**src/hw/rtl/ght_prio.sv**
```systemverilog
// Priority encoder: highest-index free slot over the used bits.
`default_nettype none
module ght_prio #(
  parameter int SLOTS = 64
) (
  input  wire logic [SLOTS-1:0]         used,
  output logic                          found,
  output logic [$clog2(SLOTS)-1:0]      index
);

  localparam int AW = $clog2(SLOTS);

  always_comb begin
    found = 1'b0;
    index = '0;
    // later (higher) free slots override earlier ones
    for (int i = 0; i < SLOTS; i++) begin
      if (!used[i]) begin
        found = 1'b1;
        index = AW'(i);
      end
    end
  end

endmodule
`default_nettype wire

```
**config.mk**
```make
export PLATFORM = sky130hd
export DESIGN_NAME = ght_prio
export DESIGN_NICKNAME = d
export VERILOG_FILES = /design/src/hw/rtl/ght_prio.sv
export SDC_FILE = /design/constraint.sdc
export NUM_CORES = 1
export LEC_CHECK = 0
export ABC_AREA = 1
export BUFFER_PORTS_ARGS = -buffer_cell sky130_fd_sc_hd__buf_2
export CORE_MARGIN = 2
export CORE_UTILIZATION = 35
export DETAILED_ROUTE_END_ITERATION = 6
export GPL_ROUTABILITY_DRIVEN = 0
export GPL_TIMING_DRIVEN = 0
export PLACE_DENSITY = 0.8
export SYNTH_ARGS = -nofsm -noshare
export SYNTH_HDL_FRONTEND = slang
export SYNTH_SLANG_ARGS = --single-unit
```
**constraint.sdc**
```tcl
create_clock -name vclk -period 4.7
set_input_delay 0.94 -clock vclk [all_inputs]
set_output_delay 0.94 -clock vclk [all_outputs]
set_load 0.01 [all_outputs]
```
# After elaboration in Yosys (flattened, before gate mapping)
# Cells that the tools add are included.
[classes] mux=127
[ops] cell="$mux 6" count=62
[ops] cell="$mux 1" count=65
[word_totals] regBits=0 wordCells=127 out_inout_bits=7

# Longest topological paths before layout
[depth] word_depth=64 mapped_depth=63

# Worst setup path after synthesis
# OpenSTA, ideal clock, no wires.
[synth_path] path_type="input -> output" from="in used[1]" to="out index[0]" arrival_ps=3595 path_stages=63 path_slack_ps=165 path_buffers=0 required_ps=3760 cell_sequence="inv_1 nand2_1 nand2_1 nand2_1 nand2_1 nand2_1 nand2_1 nand2_1 nand2_1 nand2_1 nand2_1 nand2_1 nand2_1 nand2_1 nand2_1 nand2_1 nand2_1 nand2_1 (+27 left out) nand2_1 nand2_1 nand2_1 nand2_1 nand2_1 nand2_1 nand2_1 nand2_1 nand2_1 nand2_1 nand2_1 nand2_1 nand2_1 nand2_1 nand2_1 nand2_1 nand2_1 nand2_1"
[synth_between] elab_chain_cells=63
[synth_rtl] item="from (decl)" line="6" source="input wire logic [SLOTS-1:0] used,"
[synth_rtl] item="$mux 1" line="18" source="if (!used[i]) begin"
[synth_rtl] item="$mux 6 (62 in a row)" line="18"
[synth_rtl] item="to (decl)" line="8" source="output logic [$clog2(SLOTS)-1:0] index"
# Every way passes these cells.

# Worst setup path in the final report
[layout_path] from="in used[2]" to="out index[0]"
[layout_between] elab_chain_cells=62
[layout_rtl] item="$mux 6 (62 in a row)" line="18"
# Every way passes these cells.

==> results.md <==
* Core box area at 1760 µm²
* FF+latch area at 0 µm²
* Comb power frac at 1.000
* Power share of the clock group at 0
* Diode count at 0
* Setup violators final at 1
* RSZ-0062 raised after global routing: yes
* Simple-Gate Fraction of Synth Area at 0.894
* Post-synthesis mux area share at 0
* Crit path max-delay cell type: buf_6
* Setup crit end kind: primary output
* Pwr dens at 67.4 nW/µm²
* Status: complete, but fails checks
* CP startpoint kind: input port
* I/O Pins at 71
* Initial antenna violation count at 0
* Iter 0 DRT Violations at 11
* Total number of sequential cells at 0
* Most common cell in the synthesized netlist: nand2_1
* Slew of the pin with the lowest slew margin at 0.476 ns
* Hold Path Depth at 3
* Slew Limit Fails at 0
* Net Switching at 36.4 µW
* Area growth syn-to-layout at 59.1%
* Post CTS Setup Buffer Count at 0
* Largest family of logic cells by synthesized area: simple AND/OR/NAND/NOR gates
* Vias in the first global route at 935
* Most frequent cells after synthesis: nand2_1 (111), nor2_1 (30), inv_1 (6), nand4_1 (6), nand3_1 (5)
* Syn_nets at 232
* Die X at 47.9 µm
* Synth Warn # at 0
* Die Y at 47.9 µm
* Hold Path End: index[0]
* # fillers at 219
* Post-synthesis sequential area ratio at 0
* Synth area leader: nand2_1
* First-pass DRT Iterations at 4
* Worst Hold Class: input port to primary output
* Vias per Instance at 4.56
* Share of layout cells above drive strength 1 at 0.305
* GRT overflow at 0
* Worst EP required at 3.76 ns
* Period utilisation layout at 1.05
* Crit Path Class: input port to primary output
* Rows at 15
* Compound-Gate Fraction of Synth Area at 0.0722
* Synth Area per Inst at 4.02 µm²
* Hold_sp: used[63]
* Post-layout util at 0.609
* Full die area at 2300 µm²
* Non-filler cells, final at 264
* Max-slew headroom at 0.680
* Mapped Area at 676 µm²
* Initial Util at 0.383
* Clock buffers at 0
* Final Hold Vio Count at 0
* Crit path DAT at 4.00 ns
* Routed Antenna Nets at 0
* Crit path max fanout at 3
* Post-DP HPWL at 1840 µm
* Final Worst Setup Slack at -0.244 ns
* Final WL at 2010 µm
* Failing checks: negative setup slack
* Overall routing resource usage at 0.175
* Peak Freq at 202 MHz
* Yosys cell types at 11
* Largest net degree at the start of global routing at 6
* I/O Buffers at 71
* Via count at 1,203
* Post-synth top area share at 0.617
* Worst IR Drop VDD at 33.1 µV
* WL per Instance at 7.63 µm
* Final routed DRC violation total at 0
* Synth area leaders: nand2_1 (62%), nor2_1 (17%), nand4_1 (5.6%)
* Tmin final at 4.94 ns
* Cells after Synth at 168
* First-pass GRT wire length at 3150 µm
* CP dominant cell by count: nand2_1
* Sequential Power Share at 0
* Pint at 36.1 µW
* Post-synthesis adder-cell area fraction at 0
* Lkg Pwr at 0.632 nW
* Switching share of power at 0.502
* Final net count at 305
* Placed cells at 264
* Xor and xnor area share after synthesis at 0
* Max-cap violations at 0
* Critical path's largest stage delay at 0.12 ns
==> cell type report <==
cell class / instances / area, µm² / share of cell area
repair buffers: 71 / 368 / 0.342
well taps: 25 / 31.3 / 0.0291
multi-input cells: 162 / 653 / 0.608
inverters: 6 / 22.5 / 0.0210
==> worst max path at each step <==
stage / startpoint / endpoint / slack, ns / cells after the start
6_report: used[2] / index[0] / -0.24 / 64
5_1_grt: used[1] / index[0] / -1.06 / 65
3_5_place_dp: used[1] / index[0] / -0.29 / 65
2_1_floorplan: used[1] / index[0] / 0.16 / 63
4_1_cts: used[2] / index[0] / -0.29 / 64
3_3_place_gp: used[1] / index[0] / -0.22 / 65
==> logic make-up (layout without fill, tap and decap cells) <==
family | after synthesis | count (layout)
compound gates | 8 | 8
simple gates | 154 | 154
buf+inv | 6 | 77
==> power by group through the flow <==
stage                     combinational [mW]  clock, mW  sequential, mW
after global placement                0.0701          0               0
after floorplan                       0.0328          0               0
after global routing                  0.0853          0               0
after CTS                             0.0722          0               0
final                                 0.0724          0               0
after detailed placement              0.0713          0               0
==> per-layer routing <==
layer  vias to the layer above  GRT usage  wire length [µm]
met2                        43      0.349               939
met5                         -          0                 0
met3                         0    0.00755               161
met4                         0          0                 0
met1                       483      0.215               912
li1                        677          -                 -
==> critical path, delay by kind of cell <==
family | cells | cell delay, ns
simple gates | 62 | 2.84
buf+inv | 2 | 0.23
==> repair_timing <==
| action | CTS | global route |
|---|---|---|
| endpoints found under the setup margin | 1 | 1 |
| resized for setup | 2 | 1 |
| hold buffers | 0 | 0 |
| hold endpoints to repair | 0 | 0 |
==> stage by stage <==
stage	TNS (ns)	setup slack [ns]	instance area, µm²	hold slack [ns]	total power [mW]
finish	-0.244	-0.244	1070	2.18	0.0724
global route	-1.06	-1.06	1070	2.21	0.0853
CTS	-0.286	-0.286	1070	2.18	0.0722
detailed placement	-0.294	-0.294	1060	2.18	0.0713
global placement	-0.222	-0.222	1060	2.17	0.0701
floorplan	0	0.165	676	1.95	0.0328
==> cells in the final DEF, fill, tap and decap left out <==
| cell type | instances |
|---|---|
| nor2_1 | 30 |
| nand4_1 | 6 |
| a31oi_1 | 1 |
| nand3_1 | 5 |
| nand2_1 | 111 |
| inv_1 | 5 |
| buf_2 | 69 |
| inv_2 | 1 |
| a31o_2 | 1 |
| buf_6 | 2 |
| nor4_1 | 2 |
| a41oi_1 | 1 |
| a21oi_1 | 1 |
| o21ai_0 | 4 |
Power figures use the tool's default switching activity.
