## config.mk

```make
export PLATFORM = sky130hd
export DESIGN_NAME = ght_ram
export DESIGN_NICKNAME = d
export VERILOG_FILES = /design/src/hw/rtl/ght_ram.sv
export SDC_FILE = /design/constraint.sdc
export NUM_CORES = 1
export LEC_CHECK = 0
export BUFFER_PORTS_ARGS = -buffer_cell sky130_fd_sc_hd__buf_2
export CORE_ASPECT_RATIO = 1.4
export CORE_MARGIN = 2
export CORE_UTILIZATION = 55
export DETAILED_ROUTE_END_ITERATION = 8
export GPL_TIMING_DRIVEN = 0
export PLACE_DENSITY = 0.67
export SETUP_SLACK_MARGIN = 0.05
export SLEW_MARGIN = 25
export SYNTH_ARGS = -nofsm -noshare
export SYNTH_HDL_FRONTEND = slang
export SYNTH_SLANG_ARGS = --single-unit
```

## constraint.sdc

```tcl
create_clock -name clk -period 5 [get_ports clk]
set_input_delay 1 -clock clk [delete_from_list [all_inputs] [get_ports clk]]
set_output_delay 1 -clock clk [all_outputs]
set_load 0.005 [all_outputs]
```

## src/hw/rtl/ght_ram.sv

```systemverilog
// Generic single-write, single-read RAM with registered read data.
`default_nettype none
module ght_ram #(
  parameter int WIDTH = 16,
  parameter int DEPTH = 64
) (
  input  wire logic                     clk,
  input  wire logic                     we,
  input  wire logic [$clog2(DEPTH)-1:0] waddr,
  input  wire logic [WIDTH-1:0]         wdata,
  input  wire logic [$clog2(DEPTH)-1:0] raddr,
  output logic [WIDTH-1:0]              rdata
);

  logic [WIDTH-1:0] mem [DEPTH];

  always_ff @(posedge clk) begin
    if (we) begin
      mem[waddr] <= wdata;
    end
    rdata <= mem[raddr];
  end

endmodule
`default_nettype wire

```

# Word level (Yosys, flattened, before mapping)
# Memory sizes are Yosys's and may differ from the RTL's. A register that Yosys moved wholly into a read port is not among the register bits.
# Index checks and enable logic that the tools add are counted.
# op_classes
n_mux	2
# op_table
operator	count
2-to-1 mux 1 bit	2
# word_totals
reg_bits	0
ramBits	1024
out_inout_bits	16
memories	1
# memory_table
memory	words	width	read_ports	rd_clocked_by_memory_dff	wr	line_no	source
mem	64	16	1	1	1	15	logic [WIDTH-1:0] mem [DEPTH];

# Longest topological paths before layout
# depth
depth_word	2
ltp_mapped	10

# Worst setup path before layout
# No wires, ideal clock.
# synth_path
path_type	in2reg
from	input port waddr[3]
to	memory mem[48][0], enable pin
arrival_ps	2626
path_slack_ps	1965
cell_stages	4
cell_sequence	clkbuf_1 nor2b_1 nand4b_1 nor3_1
# synth_rtl
item	line_no	source
from (decl)	9	input wire logic [$clog2(DEPTH)-1:0] waddr,
to (decl)	15	
# No word-level cell before the write port.

==> summary.md <==
| Metric | Value |
|---|---|
| CTS tree | `yes` |
| Num CTS Buffers | `95` |
| Met3 WL | `6829 um` |
| Post-CTS Setup Inserts | `0` |
| CP Max Fanout | `10` |
| Warnings from Yosys | `0` |
| Status | `complete, no violations` |
| Worst path max stage delay | `670 ps` |
| Root buffer cell | `clkbuf_16` |
| Starting Density | `55.26%` |
| Half-perimeter wire length after placement | `65910 um` |
| WP data arrival | `3800 ps` |
| First-pass GRT wire length | `143100 um` |
| Pre-CTS WS | `1073 ps` |
| Bufs on Longest Clock Path | `3` |
| Power Total | `17.98 mW` |
| Core Box Area | `72460 um^2` |
| Post-Syn Nets | `1859` |
| Endpoints failing hold | `0` |
| Clock sink count | `1040` |
| Register area | `31070 um^2` |
| Met1 WL | `36810 um` |
| Clock latency at the later pin of the worst-skew pair | `660 ps` |
| Routed length per instance | `32.77 um` |
| Final hold slack | `898.1 ps` |
| Avg Inst Size Synth | `21.89 um^2` |
| Drc violations | `0` |
| Reg clk slew, reported paths | `60 ps` |
| Clock skew | `17.41 ps` |
| Via/cell ratio | `6.431` |
| Class of the worst hold path | `in2reg` |
| Worst-margin pin slew | `1089 ps` |
| Final Slew Violations | `0` |
| Kind of end point of the critical path | `flip-flop` |
| Mapped cell area | `40040 um^2` |
| Layout cell share with drive strength beyond 1 | `29.45%` |
| Synthesized instance count | `1829` |
| Total grt overflow | `0` |
| Worst setup margin | `1694 ps` |
| Nets | `2047` |
| Startpoint Class | `input pin` |
| #FFs+latches synth | `1040` |
| Die ar. | `75010 um^2` |
| RSZ-0062 raised after global routing | `false` |
| Maximum vdd ir drop | `0.2584 mV` |
| Post-synth top flop | `edfxtp_1` |
| Die X-Extent | `232.0 um` |
| Sequential share of the synthesized area | `77.59%` |
| # setup viols final | `0` |
| IO buf count | `38` |
| Crit Path Class | `in2reg` |
| Period utilization | `66.13%` |
| P_leak | `14.38 nW` |
| Largest net degree at the start of global routing | `65` |
| CP Capture Point | `rdata[15]` |
| Vias | `19610` |
| Synth async-reset ratio | `0%` |
| CP cell instances | `buf_2 -> clkbuf_1 -> mux4_2 -> mux2i_1 -> a22oi_1 -> a31oi_1 -> a311oi_1` |
| Synth cell types | `43` |
| R2r worst-path depth | `5` |
| Top sig layer | `met4` |
| Fillers | `4857` |
| First drt pass iteration count | `5` |
| Met2 wire len | `50810 um` |
| CP max stage cell | `mux2i_1` |
| MaxCap Viol Count | `0` |
| Die Height | `323.3 um` |
| Data required time of the worst path | `5490 ps` |
| Rows | `117` |
| Multi-input gate area | `8464 um^2` |
| Layout area overhead | `13.58%` |
| Post-DP Area | `42360 um^2` |
| Boundary Pins | `46` |
| Critical R2R Launch | `mem[18][1]` |
| Power Dens Cells | `395.3 nW/um^2` |
| Max Freq | `302.5 MHz` |
| Worst R2R End | `rdata[1]` |
| CTS resizes | `0` |
| Initial antenna violation count | `2` |
| Reg2Reg Setup Slack | `2490 ps` |
| Hold buffer count at CTS | `0` |
| Total GRT Usage | `27.46%` |
| Min Tclk post-route | `3306 ps` |
| Routed WL | `99920 um` |
| Post-route ant nets | `0` |
| Iter 0 DRT Violations | `2502` |
| Rel. slew slack | `27.18%` |
| Design area | `45480 um^2` |
| Setup crit start | `raddr[2]` |
| Final Wtd Congestion | `0.8933` |
| Vias in the first global route | `19880` |
| Htree depth | `3` |
| Final TNS setup | `0 ps` |
| EDFF count, synth | `1024` |
placed cells by master (no fill, tap or decap), types with 17 or more instances in the layout:
cell type	count
edfxtp_1	1024
mux4_2	220
clkbuf_16	97
mux2i_1	85
nand2_1	59
buf_2	58
nor2_2	52
buf_6	47
clkbuf_1	44
a22oi_1	39
buf_4	32
nor2b_1	30
mux2_2	27
nand3_1	24
clkinv_1	24
buf_8	22
a21oi_1	17
worst min path at each step:
| stage | startpoint | to | depth (start not counted) |
|---|---|---|---|
| after CTS | wdata[2] | mem[4][2] | 1 |
| after floorplan | mem[62][10] | rdata[10] | 5 |
| after global placement | mem[37][4] | rdata[4] | 3 |
| after global routing | wdata[5] | mem[30][5] | 1 |
| after detailed placement | mem[36][0] | rdata[0] | 3 |
| final | wdata[5] | mem[28][5] | 1 |
cell families after synthesis:
group                  synth area share [%]
DFF                                   77.59
muxes                                 15.52
buffers and inverters                 1.831
AOI/OAI and AO/OA                     2.409
and+or+nand+nor                       2.647
metal layers:
metal / GRT usage [%] / up-vias
met2: 45.94 / 906
met5: 0 / -
met1: 35.80 / 10440
met4: 14.39 / 0
met3: 3.209 / 206
li1: - / 8060
metrics by stage:
step                      util, %  cells
after CTS                   62.75   3047
after detailed placement    58.46   2872
after floorplan                 -   1829
after global routing        62.75   3047
after global placement      57.16   2819
final                       62.76   3049
report_power, final:
part           switching (mW)  internal, mW
combinational           0.632         0.337
clock                    3.13          4.21
sequential             0.0179          9.65
registers in the layout, indices dropped and copies added (netlist names):
name and count:
mem 1024, rdata 16
synthesized netlist by cell type (all sizes together), types with 6 or more instances:
master / n / area (um^2)
edfxtp: 1024 / 30750
mux4: 224 / 5060
mux2i: 85 / 850.8
buf: 77 / 625.6
nor2: 74 / 282.8
nand2: 60 / 232.7
a22oi: 39 / 292.8
nor2b: 30 / 187.7
clkbuf: 27 / 107.6
mux2: 27 / 304.0
nand3: 24 / 120.1
a21oi: 17 / 85.08
a221oi: 16 / 140.1
dfxtp: 16 / 320.3
nand4: 12 / 75.07
a211o: 8 / 70.07
a211oi: 8 / 60.06
a311oi: 8 / 70.07
a31oi: 8 / 50.05
o21ai: 8 / 40.03
a221o: 6 / 60.06
a22o: 6 / 52.55
critical path: cells and delay by family:
kind                   cells  cell delay, ps
AO/OA/AOI/OAI              3             800
buffers and inverters      2             900
multiplexers               2            1090
area by class of cell:
class,count,area share [%]
clock inverters,56,1.279
repair buffers,91,1.986
flip-flops and latches,1040,68.32
diodes,2,0.01100
multi-input cells,685,18.61
plain buffers,104,1.612
well taps,952,2.619
clock buffers,119,5.563
No activity file was read; power rests on OpenSTA's default activity.
